**config.mk**
```make
export PLATFORM = sky130hd
export DESIGN_NAME = bhm_match
export DESIGN_NICKNAME = d
export VERILOG_FILES = /design/src/rtl/assert_macros.svh /design/src/rtl/bhm_pkg.sv /design/src/rtl/bhm_match.sv
export SDC_FILE = /design/constraint.sdc
export NUM_CORES = 1
export LEC_CHECK = 0
export BUFFER_PORTS_ARGS = -buffer_cell sky130_fd_sc_hd__buf_2
export CAP_MARGIN = 20
export CORE_AREA = 2 2 152 154
export DETAILED_ROUTE_END_ITERATION = 12
export DIE_AREA = 0 0 154 156
export SYNTH_ARGS = -nofsm -noshare
export SYNTH_HDL_FRONTEND = slang
export SYNTH_SLANG_ARGS = --single-unit
```
**constraint.sdc**
```tcl
create_clock -name vclk -period 2.3
set_input_delay 0.23 -clock vclk [all_inputs]
set_output_delay 0.23 -clock vclk [all_outputs]
set_load 0.005 [all_outputs]
```
**src/rtl/assert_macros.svh**
```systemverilog
// shared assertion forms, clocked on i_clk and held off during reset
`ifndef ASSERT_MACROS_SVH
`define ASSERT_MACROS_SVH

// same-cycle implication
`define AST_IMPL(lbl, ante, cons) \
    lbl: assert property (@(posedge i_clk) disable iff (!i_rst_n) (ante) |-> (cons)) \
        else $error("assertion failed");

// next-cycle implication
`define AST_NEXT(lbl, ante, cons) \
    lbl: assert property (@(posedge i_clk) disable iff (!i_rst_n) (ante) |=> (cons)) \
        else $error("assertion failed");

`endif

```
**src/rtl/bhm_pkg.sv**
```systemverilog
`default_nettype none

package bhm_pkg;

    typedef enum logic [1:0] {
        CMD_PUT    = 2'd0,
        CMD_GET    = 2'd1,
        CMD_REMOVE = 2'd2,
        CMD_NOP    = 2'd3
    } t_cmd;

    typedef enum logic [1:0] {
        ST_IDLE,
        ST_MOD,
        ST_LOOK
    } t_state;

    typedef struct packed {
        logic rd_en;
        logic wr_en;
    } t_tbl_ctrl;

    typedef struct packed {
        logic found;
        logic bucket_full;
    } t_flags;

endpackage

`default_nettype wire

```
**src/rtl/bhm_match.sv**
```systemverilog
`default_nettype none

module bhm_match
    import bhm_pkg::*;
#(
    parameter int WAYS       = 4,
    parameter int KEY_BITS   = 20,
    parameter int VALUE_BITS = 20
) (
    input  wire t_cmd                               i_cmd,
    input  wire logic [KEY_BITS-1:0]                i_key,
    input  wire logic [VALUE_BITS-1:0]              i_value,
    input  wire logic [WAYS-1:0]                    i_valid_row,
    input  wire logic [WAYS-1:0][KEY_BITS-1:0]      i_key_row,
    input  wire logic [WAYS-1:0][VALUE_BITS-1:0]    i_value_row,
    output logic      [WAYS-1:0]                    o_valid_row,
    output logic      [WAYS-1:0][KEY_BITS-1:0]      o_key_row,
    output logic      [WAYS-1:0][VALUE_BITS-1:0]    o_value_row,
    output logic                                    o_wr_en,
    output t_flags                                  o_flags,
    output logic      [VALUE_BITS-1:0]              o_read_value
);

    logic [WAYS-1:0]       raw_hit;
    logic [WAYS-1:0]       raw_free;
    logic [WAYS-1:0]       hit_oh;
    logic [WAYS-1:0]       free_oh;
    logic                  hit;
    logic                  have_free;
    logic [VALUE_BITS-1:0] hit_value;

    always_comb begin
        for (int w = 0; w < WAYS; w++) begin
            raw_hit[w]  = i_valid_row[w] && (i_key_row[w] == i_key);
            raw_free[w] = !i_valid_row[w];
        end
        // lowest way wins
        hit_oh    = raw_hit & (~raw_hit + WAYS'(1));
        free_oh   = raw_free & (~raw_free + WAYS'(1));
        hit       = |raw_hit;
        have_free = |raw_free;
        hit_value = '0;
        for (int w = 0; w < WAYS; w++) begin
            hit_value = hit_value | ({VALUE_BITS{hit_oh[w]}} & i_value_row[w]);
        end
    end

    always_comb begin
        o_valid_row  = i_valid_row;
        o_key_row    = i_key_row;
        o_value_row  = i_value_row;
        o_wr_en      = 1'b0;
        o_flags      = '0;
        o_read_value = '0;
        unique case (i_cmd)
            CMD_PUT: begin
                o_wr_en             = hit || have_free;
                o_flags.found       = hit;
                o_flags.bucket_full = !hit && !have_free;
                for (int w = 0; w < WAYS; w++) begin
                    if (hit_oh[w]) begin
                        o_value_row[w] = i_value;
                    end else if (!hit && free_oh[w]) begin
                        o_valid_row[w] = 1'b1;
                        o_key_row[w]   = i_key;
                        o_value_row[w] = i_value;
                    end
                end
            end
            CMD_GET: begin
                o_flags.found = hit;
                o_read_value  = hit_value;
            end
            CMD_REMOVE: begin
                o_wr_en       = hit;
                o_flags.found = hit;
                for (int w = 0; w < WAYS; w++) begin
                    if (hit_oh[w]) begin
                        o_valid_row[w] = 1'b0;
                    end
                end
            end
            CMD_NOP: begin
                o_wr_en = 1'b0;
            end
        endcase
    end

endmodule

`default_nettype wire

```
==> run summary, run 1 <==
Number of hold buffers added after cts: 0. The area growth from synthesis to layout is 138%. The area of the die is 24,000 um^2, and the number of flip-flops and latches is 0. For this run, the detailed router's first-pass iteration total came to 5. By count the netlist is led by mux2_1 (64), mux2_2 (59), xor2_1 (47), mux2_4 (37), xnor2_1 (33). Of the cells placed in the final design, the portion with a size suffix greater than 1 is 81.7%. After layout, the design draws a total of 1.51 mW. The most common cell in the synthesized netlist is mux2_1. Power spread over the standard cell area amounts to 163 nW/um^2. The first global-routing pass estimated 37.0 mm of wire.

Setup repair after global routing could not meet its margin everywhere. Among all stages on the critical path, the largest delay is contributed by nor4_2. Internal power comes to 0.895 mW. Total of endpoints with negative setup slack in the final report: 187. For the number of max-slew violations in the final report, the log shows 0. The run gives 647 as the number of nets produced by synthesis.

The final hold slack was 0.762 ns; the worst path setup slack after routing was -0.530 ns. The number of clock buffers in the layout is 0, and the critical path required time is 2.07 ns. Kind of launch point of the worst setup path: an input port. The core region is 22,400 um^2.

Dividing the detail-routed wire length by the instance count gives 23.7 um. Measured against its own limit, the worst slew margin works out to 70.0%. In this run the power spent charging and discharging nets is 0.618 mW. The final wirelength is 28.5 mm, and the shortest period the worst path allows is 2.83 ns. By area the synthesized netlist is led by mux2_1 (18%), mux2_2 (17%), mux2_4 (14%). Critical path start-end classification: in2out. In this run the count of I/O pins placed on the die edge is 393. In this run the static leakage power is 4.68 nW. At the pin with the least slew margin, the transition time is 0.449 ns. The horizontal die dimension was 154 um; the total track usage was 20.2%. The tools report the total of fill cells in the finished design as 2,142. The final design utilization came out at 41.6%.

The tools report the initial DRC count as 404. STA classifies the critical path endpoint as a primary output. Largest area contributor in the synthesized netlist: mux2_1. The number of remaining DRC errors was 0; the parity-gate share of the synthesized area counting xor and xnor cells was 17.9%. In this run the biggest area consumer among cell types represents 18.4% of the synthesized area.

The count of placed standard cells in the final layout, fillers left out is 1,206, and the clock network fraction of total power is 0%. The mean number of vias per cell came out at 4.80. For this configuration, the core starts out at a cell density of 17.5%.

The pin count of the biggest net entering global routing came out at 22. The final reports fail on setup timing. The tools report the unique cell type count in the Yosys netlist as 40.

The tools report the data arrival time of the critical path as 2.60 ns. The adder-cell share of the synthesized area is 0%, and the sequential element share of the synthesized area is 0%. The post-synthesis average cell area is 8.89 um^2. The wire-length estimate of the detail-placed layout is 18.7 mm.

Of all nets on the critical path, the largest fanout is 7. The detailed router placed 5,791 vias in this run. After floorplanning, the core was divided into 55 placement rows. The dominant combinational cell family by area after synthesis is multiplexers. For the number of global-route vias before repair, the log shows 5,861. Summing the areas of all and, or, nand and nor instances in the mapped netlist gives 11.9% of the synthesized area. Measured against the total synthesized area, the mux share comes to 49.5%.

The die boundary height was 156 um; the fraction of the mapped netlist area in compound gates was 12.3%. The area of all sequential standard cells was 0 um^2. For this run, the top clock speed supported by timing is 353 MHz. The number of buffers inserted by port buffering was 393. The part of the cycle the worst path needs was 123%.

For the number of instances in the synthesized netlist, the log shows 441. Combinational logic burns 100.0% of the power. The worst hold-check path type is in2out. After detailed placement, the design holds a cell count of 1,159. IR analysis of the VDD net gives a maximum drop of 0.000100 V. The final layout contains 1,127 nets. For the yosys synthesis warning count, the log shows 0. The initial antenna violation count was 2. At the end of routability-driven placement, the weighted congestion stood at 0.908. Registers are responsible for 0% of the overall power. Net switching is 40.8% of the power. The detail route stage leaves a number of antenna-violating nets equal to 0.

The tools report the number of hold violations in the final report as 0. For the total congestion overflow after global routing, the log shows 0. The signal on the critical path passes through buf_8, buf_6, xnor2_2, nand4_1, nor4_2, nand4_1, buf_4, nand4b_1, buf_4, or3_4, buf_8, mux2_4, buf_6. The mapped netlist covers 3920 um^2. The run finished, with violations left. The largest incremental delay on the critical path came out at 0.38 ns. The number of max-cap violations was 0.
worst max-delay path, delay by kind of cell:
family | cells | cell delay [ns]
simple gates | 5 | 1.10
buf+inv | 6 | 0.84
mux | 1 | 0.32
xor+xnor | 1 | 0.11
layout make-up:
type,count,area [um^2],share of cell area [%]
multi-input combinational,393,4380,47.1
tap,285,357,3.83
antenna,2,5.00,0.0537
inverter,3,11.3,0.121
timing repair buffer,523,4560,48.9
through the flow:
step	setup slack, ns	TNS (ns)	cell area [um^2]
6_report	-0.530	-81.89	9310
5_1_grt	-0.638	-101.98	9310
4_1_cts	-0.562	-81.16	8610
3_5_place_dp	-0.830	-114.90	6760
3_3_place_gp	-0.797	-111.91	6760
2_1_floorplan	0.00710	0	3920
timing repair:
item                                    in CTS  in global routing
endpoints found under the setup margin     187                187
cloned                                      14                  9
setup buffers                               18                 10
gates resized for setup                    280                129
pin swaps                                   30                 33
hold endpoints to repair                     0                  0
path summary, 6_finish.rpt:
| path | start | to | slack, ns | cells past startpoint |
|---|---|---|---|---|
| max | i_key[19] | o_key_row[43] | -0.53 | 13 |
| min | i_value_row[0] | o_value_row[0] | 0.76 | 3 |
power groups by stage:
stage          Combinational [mW]  Sequential [mW]   Clock [mW]
2_1_floorplan               0.443                0            0
3_3_place_gp                 1.02                0            0
3_5_place_dp                 1.03                0            0
4_1_cts                      1.38                0            0
5_1_grt                      1.58                0  0.000000116
6_report                     1.51                0  0.000000116
layout by cell type (no fill, tap or decap), types with 4 or more instances in the layout:
master / n
buf_2: 236
buf_6: 168
mux2_4: 141
buf_4: 74
xor2_1: 41
xnor2_1: 27
buf_12: 23
a221o_1: 20
mux2_2: 18
nand2_1: 17
o21ai_1: 13
a21oi_1: 13
nand4_1: 12
a21oi_2: 9
buf_16: 8
nand2_4: 7
nor4_1: 6
nor4_2: 6
xor2_2: 6
xnor2_2: 6
nor2_4: 6
o21ai_2: 6
clkbuf_16: 6
buf_8: 5
nand3_1: 4
cells by family after synthesis:
kind of cell	Yosys count
buffers and inverters	51
xor gates and xnor gates	80
muxes	160
and+or+nand+nor	79
AOI/OAI and AO/OA	71
layer usage:
metal	share of wire (%)	routed length, um	GRT usage (%)	up-vias
met5	0	0	0	-
met1	45	13000	28.1	2853
li1	-	-	-	2607
met2	47	13300	33.3	291
met4	1.9	541	4.01	0
met3	6.2	1760	3.00	40
No activity file was read; power rests on OpenSTA's default activity.
==> inputs of run 2 (changes only) <==
--- a/config.mk
+++ b/config.mk
@@ -5,7 +5,7 @@
 export SDC_FILE = /design/constraint.sdc
 export NUM_CORES = 1
 export LEC_CHECK = 0
-export BUFFER_PORTS_ARGS = -buffer_cell sky130_fd_sc_hd__buf_2
+export BUFFER_PORTS_ARGS = -buffer_cell sky130_fd_sc_hd__clkbuf_2
 export CAP_MARGIN = 20
 export CORE_AREA = 2 2 152 154
 export DETAILED_ROUTE_END_ITERATION = 12
==> run 2 against run 1 <==
  * The run still ends with setup timing left
  * Setup slack improved by 0.11 ns
  * Maximum frequency rose by 4.1%
  * Flip-flop and latch count unchanged
  * Die area unchanged
  * Design area down 7.5%
  * Non-clock buffer count is 6 higher
  * Largest power group unchanged
==> run summary, run 2 (synthesis gave the netlist of run 1 again) <==
The worst path setup slack after routing came out at -0.420 ns. The measured slew at the worst slew-check pin was 0.445 ns; the remaining number of nets flagged by the antenna check after routing was 0. The run finished, with violations left.

The final reports fail on setup timing. The final layout contains routed wiring with a total length of 27.3 mm. The share of cells above drive strength 1 is 80.4%. The capture point of the worst path was o_value_row[15]. The tools report the launching instance or port of the critical path as i_key[13]. The initial utilization of the core area, before any placement, comes to 17.5%. The number of buffers inserted by port buffering is 393. Compared with the post-synthesis result, the final layout area differs by 120%. The run gives 1.35 mW as the total power of the final layout. The total power divided by cell area came out at 157 nW/um^2. Setup repair after global routing could not meet its margin everywhere. The logs give 0 for the number of hold buffers added after cts and 70.1% for the normalized max-slew margin. For this design the static power due to leakage is 4.55 nW. Final hold analysis gives a worst-case slack of 0.758 ns.

Measured along the y axis, the die boundary spans 156 um. After layout, the worst path uses 118% of the clock period. Global routing used 20.3% of the available tracks across all layers. STA classifies the critical path endpoint as a primary output.

The run gives 22 as the pin count of the biggest net entering global routing. The worst-case IR drop observed on VDD is 0.0000814 V. The first-pass GRT wire length came out at 37.1 mm. In this run, the number of DRC markers left after iteration 0 of detailed routing was 343. The number of clock buffers in the layout was 0. The area of the die is 24,000 um^2. The total congestion overflow after global routing was 0; the horizontal die dimension was 154 um. The tool flagged a number of max-cap violations equal to 0. The routed layout has 5,768 vias.

For the maximum clock rate, the log shows 368 MHz. The initial antenna violation count was 0; the area of all sequential standard cells was 0 um^2. STA puts the critical path data required time at 2.07 ns.

The critical path start-end classification is in2out. After detailed routing, the number of remaining DRC violations is 0. The shortest period the worst path allows is 2.72 ns.

The HPWL after detailed placement is 18.9 mm. The total of endpoints with negative setup slack in the final report was 185; the final design utilization was 38.5%. The placeable core region is 22,400 um^2. The worst setup path is launched from an input port.

The number of hold violations in the final report was 0; the final estimated routing congestion in global placement was 0.945. The library cell used most frequently in the layout, excluding fill and tap cells, is clkbuf_2. Worst hold-check path type: in2out. The number of flip-flops and latches came out at 0. The number of placed instances, taps included, is 1,163. Antenna diode count: 0. The mean number of vias per cell was 4.77; the final routed wire length divided by cell count was 22.6 um. 393 I/O pins were placed.

Row generation in the floorplan step produced 55 rows. The number of global-route vias before repair is 5,813. For the total iterations of the first detailed-routing run, the log shows 5. The maximum fanout encountered on the critical timing path was 20; the layout net count was 1,132.

In the final timing run, aggregate negative setup slack is -62.99 ns. The number of max-slew violations in the final report is 0, and the count of placed standard cells in the final layout, fillers left out is 1,209. The top cell types in the final layout, fill and taps aside, are clkbuf_2 (367), mux2_4 (151), buf_4 (73). The data arrival time of the critical path came out at 2.49 ns.
[run 2: critical path, cell delays in order]
cell,delay [ns]
clkbuf_16,0.14
buf_8,0.12
xor2_2,0.15
nor4_2,0.25
nand2_1,0.14
or3_4,0.43
buf_6,0.14
a21oi_4,0.13
buf_12,0.21
mux2_2,0.37
clkbuf_2,0.12
[run 2: final cells by class]
cell class         instances  area [um^2]
fillers                 2252        13800
multi-input cells        392         4360
repair buffers           529         3880
well taps                285          357
inverters                  3         11.3
[run 2: worst min path at each step]
| stage | start | endpoint | slack, ns | depth (start not counted) |
|---|---|---|---|---|
| final | i_value_row[69] | o_read_value[9] | 0.76 | 4 |
| after global routing | i_value_row[64] | o_read_value[4] | 0.78 | 4 |
| after global placement | i_value_row[75] | o_read_value[15] | 0.75 | 4 |
| after floorplan | i_cmd[0] | o_wr_en | 0.49 | 1 |
| after detailed placement | i_value_row[75] | o_read_value[15] | 0.75 | 4 |
| after CTS | i_value_row[69] | o_read_value[9] | 0.76 | 4 |
[run 2: timing repair]
item | CTS | global route
pin swaps | 47 | 16
hold endpoints to repair | 0 | 0
setup endpoints to repair | 187 | 187
setup buffers | 25 | 5
gates resized for setup | 247 | 38
gates cloned | 17 | 3
[run 2: where the power goes]
group | switching [mW] | leakage (nW) | internal (mW)
registers | 0 | 0 | 0
logic | 0.587 | 4.55 | 0.766
clock network | 0 | 0 | 0
total | 0.587 | 4.55 | 0.766
[run 2: per-stage QoR]
| stage | setup slack (ns) | area (um^2) |
|---|---|---|
| after CTS | -0.423 | 8410 |
| after floorplan | 0.00710 | 3920 |
| after detailed placement | -0.642 | 6780 |
| final | -0.420 | 8610 |
| after global placement | -0.660 | 6780 |
| after global routing | -0.520 | 8610 |
[run 2: routing by layer]
layer | routed length, um | GRT usage [%]
met5 | 0 | 0
met2 | 12900 | 34.0
met4 | 497 | 3.20
met1 | 12300 | 28.3
met3 | 1540 | 2.58
==> inputs of run 3 (changes only) <==
==> constraint.sdc (replaced) <==
create_clock -name vclk -period 2.25
set_input_delay 0.225 -clock vclk [all_inputs]
set_output_delay 0.225 -clock vclk [all_outputs]
set_load 0.005 [all_outputs]
==> run 3 against run 2 <==
  * Largest power group unchanged
  * Flip-flop and latch count did not move
  * Power rose by 3.6%
  * The run still ends with setup timing left
  * Non-clock buffer count fell by 1
  * Critical path depth rose by 3
  * First-iteration DRC count rose by 43%
  * Clock-buffer cell count did not move
  * Setup slack got worse by 0.11 ns
  * Core utilization rose by 1.5 points
  * Global-route usage fell by 1.8 points
==> run summary, run 3 (synthesis gave the netlist of run 1 again) <==
Leaving out fill and tap cells, the most frequent cell in the layout is clkbuf_2. For the worst path setup slack after routing, the log shows -0.530 ns. The run finished, with violations left. Registers take 0 um^2. Part of the cycle the worst path needs: 124%.

The total power divided by cell area is 157 nW/um^2. In this run, flip-flops and latches consume 0% of the power. The final routed wire length divided by cell count was 22.7 um. The floorplan step set the die width to 154 um. In this run the vertical extent of the chip is 156 um. Number of global-route vias before repair: 5,478. At the end of routability-driven placement, the weighted congestion stood at 0.918. In the global route stage, overall resource usage came out at 18.5%. The logs give 55 for the total number of placement rows and 2.56 ns for the data arrival time of the critical path. The tools report the maximum clock rate as 360 MHz.

The top cell types in the final layout, fill and taps aside, are clkbuf_2 (334), mux2_4 (124), buf_4 (68). The first global-routing pass estimated 34.3 mm of wire. The switching part of the total power is 44.3%, and the share of cells above drive strength 1 is 86.9%. Nature of the critical path endpoint: a primary output.

For the normalized max-slew margin, the log shows 64.0%. For this design, the slowest cell found on the critical path is nor4_4. Setup repair after global routing could not meet its margin everywhere. Clock buffers in the final layout number 0. Before antenna repair, the detailed router went through 5 iterations. The shortest period the worst path allows works out to 2.78 ns. For this block, the via count after detailed routing is 5,769. The share of total power in combinational logic was 100.0%; the critical path required time was 2.03 ns. The final reports fail on setup timing. Counting the fill cells in the layout gives 2,201. The worst hold-check path type was in2out. Entering global routing, the biggest net connects 22 pins. In the routed layout, each cell is associated on average with a via count of 4.78.

During I/O placement, the number of pins put on the boundary was 393. The switching component of the power came out at 0.621 mW. The tools report the layout net count as 1,129. Kind of launch point of the worst setup path: an input port. For the number of hold violations in the final report, the log shows 0. The initial antenna violation count was 1. Of all nets on the critical path, the largest fanout is 6. The placeable core region was 22,400 um^2; the initial core utilization was 17.5%. The die covers 24,000 um^2.

At the pin with the least slew margin, the transition time is 0.533 ns. The detailed router finished its first iteration with 492 violations. For the cell count after placement, the log shows 1,156. The number of buffers inserted by port buffering came out at 393.

On the worst path, the slowest cell contributes a delay of 0.36 ns. The internal power of the cells is 0.781 mW. Traced cell by cell, the critical path runs through buf_8, buf_6, xnor2_2, nand4_1, nor4_4, buf_4, nand4_1, buf_6, and3_4, nor4b_4, buf_6, clkbuf_16, mux2_4, buf_6. Setup violations remaining at the end of the flow were counted as 187. By instance count, the cell type seen most on the critical path is buf_6. The number of max-cap violations is 0. For the peak supply drop, the log shows 0.0000910 V.

In the routed design, unresolved DRC markers number 0. The tools report the total congestion overflow after global routing as 0. Area added between synthesis and finish: 128%. The logs give 40.0% for the final design utilization and 19.0 mm for the HPWL after detailed placement. The critical path start-end classification is in2out.

The number of max-slew violations in the final report was 0. The final wirelength was 27.4 mm; the clock network fraction of total power was 0%. Summed over all cells, the static leakage comes to 4.67 nW. In the finished design the tool counted flip-flops and latches totalling 0.

The count of cells in the finished layout, fillers not included, comes to 1,207. For the remaining number of nets flagged by the antenna check after routing, the log shows 0.
==> run 3: cell types whose count changed in the layout (fill, tap and decap cells not counted), moves of 22 or more <==
cell	before	now
nand2_1	26	4
clkbuf_2	367	334
mux2_2	9	35
mux2_4	151	124
buf_2	0	23
==> run 3: worst max-delay path: cells and delay by family <==
family                    cells  cell delay, ns
xor gates and xnor gates      1            0.13
buffers and inverters         7            0.94
muxes                         1            0.30
and+or+nand+nor               5            0.94
==> run 3: what timing repair did <==
action / CTS / global route
gates cloned: 6 / 16
pin swaps: 27 / 70
endpoints found under the hold margin: 0 / 0
hold buffers: 0 / 0
gates resized for setup: 163 / 227
endpoints found under the setup margin: 187 / 187
setup buffers: 20 / 11
==> run 3: worst paths after layout <==
check / cells after the start / startpoint / slack [ns] / end
max: 14 / i_key[17] / -0.53 / o_key_row[64]
min: 3 / i_value_row[25] / 0.77 / o_value_row[25]
==> run 3: per-stage QoR <==
stage	area (um^2)	total power [mW]	TNS (ns)	worst slack (ns)	hold slack [ns]
6_report	8940	1.40	-82.85	-0.530	0.766
5_1_grt	8930	1.48	-98.54	-0.612	0.777
4_1_cts	7760	1.22	-69.87	-0.486	0.746
3_5_place_dp	6790	1.06	-103.43	-0.626	0.744
3_3_place_gp	6790	1.05	-99.40	-0.611	0.741
2_1_floorplan	4010	0.472	0	0.000815	0.478
==> run 3: final cells by class <==
type | count | area [um^2] | area share, %
Inverter | 3 | 11.3 | 0.126
Antenna cell | 1 | 2.50 | 0.0280
Tap cell | 285 | 357 | 3.99
Multi-Input combinational cell | 390 | 4640 | 52.0
Timing Repair Buffer | 528 | 3920 | 43.9
==> run 3: routing by layer <==
metal / part of all wire (%) / routed length, um / vias up / track usage [%]
met2: 48 / 13300 / 309 / 31.2
met3: 6.4 / 1770 / 16 / 2.00
met1: 45 / 12300 / 2844 / 26.4
li1: - / - / 2600 / -
met5: 0 / 0 / - / 0
met4: 0.56 / 153 / 0 / 1.42
==> run 3: power groups by stage <==
stage | Sequential, mW | Combinational [mW] | Clock (mW)
after floorplan | 0 | 0.472 | 0
after global placement | 0 | 1.05 | 0
after detailed placement | 0 | 1.06 | 0
after CTS | 0 | 1.22 | 0
after global routing | 0 | 1.48 | 0
final | 0 | 1.40 | 0.0000000595
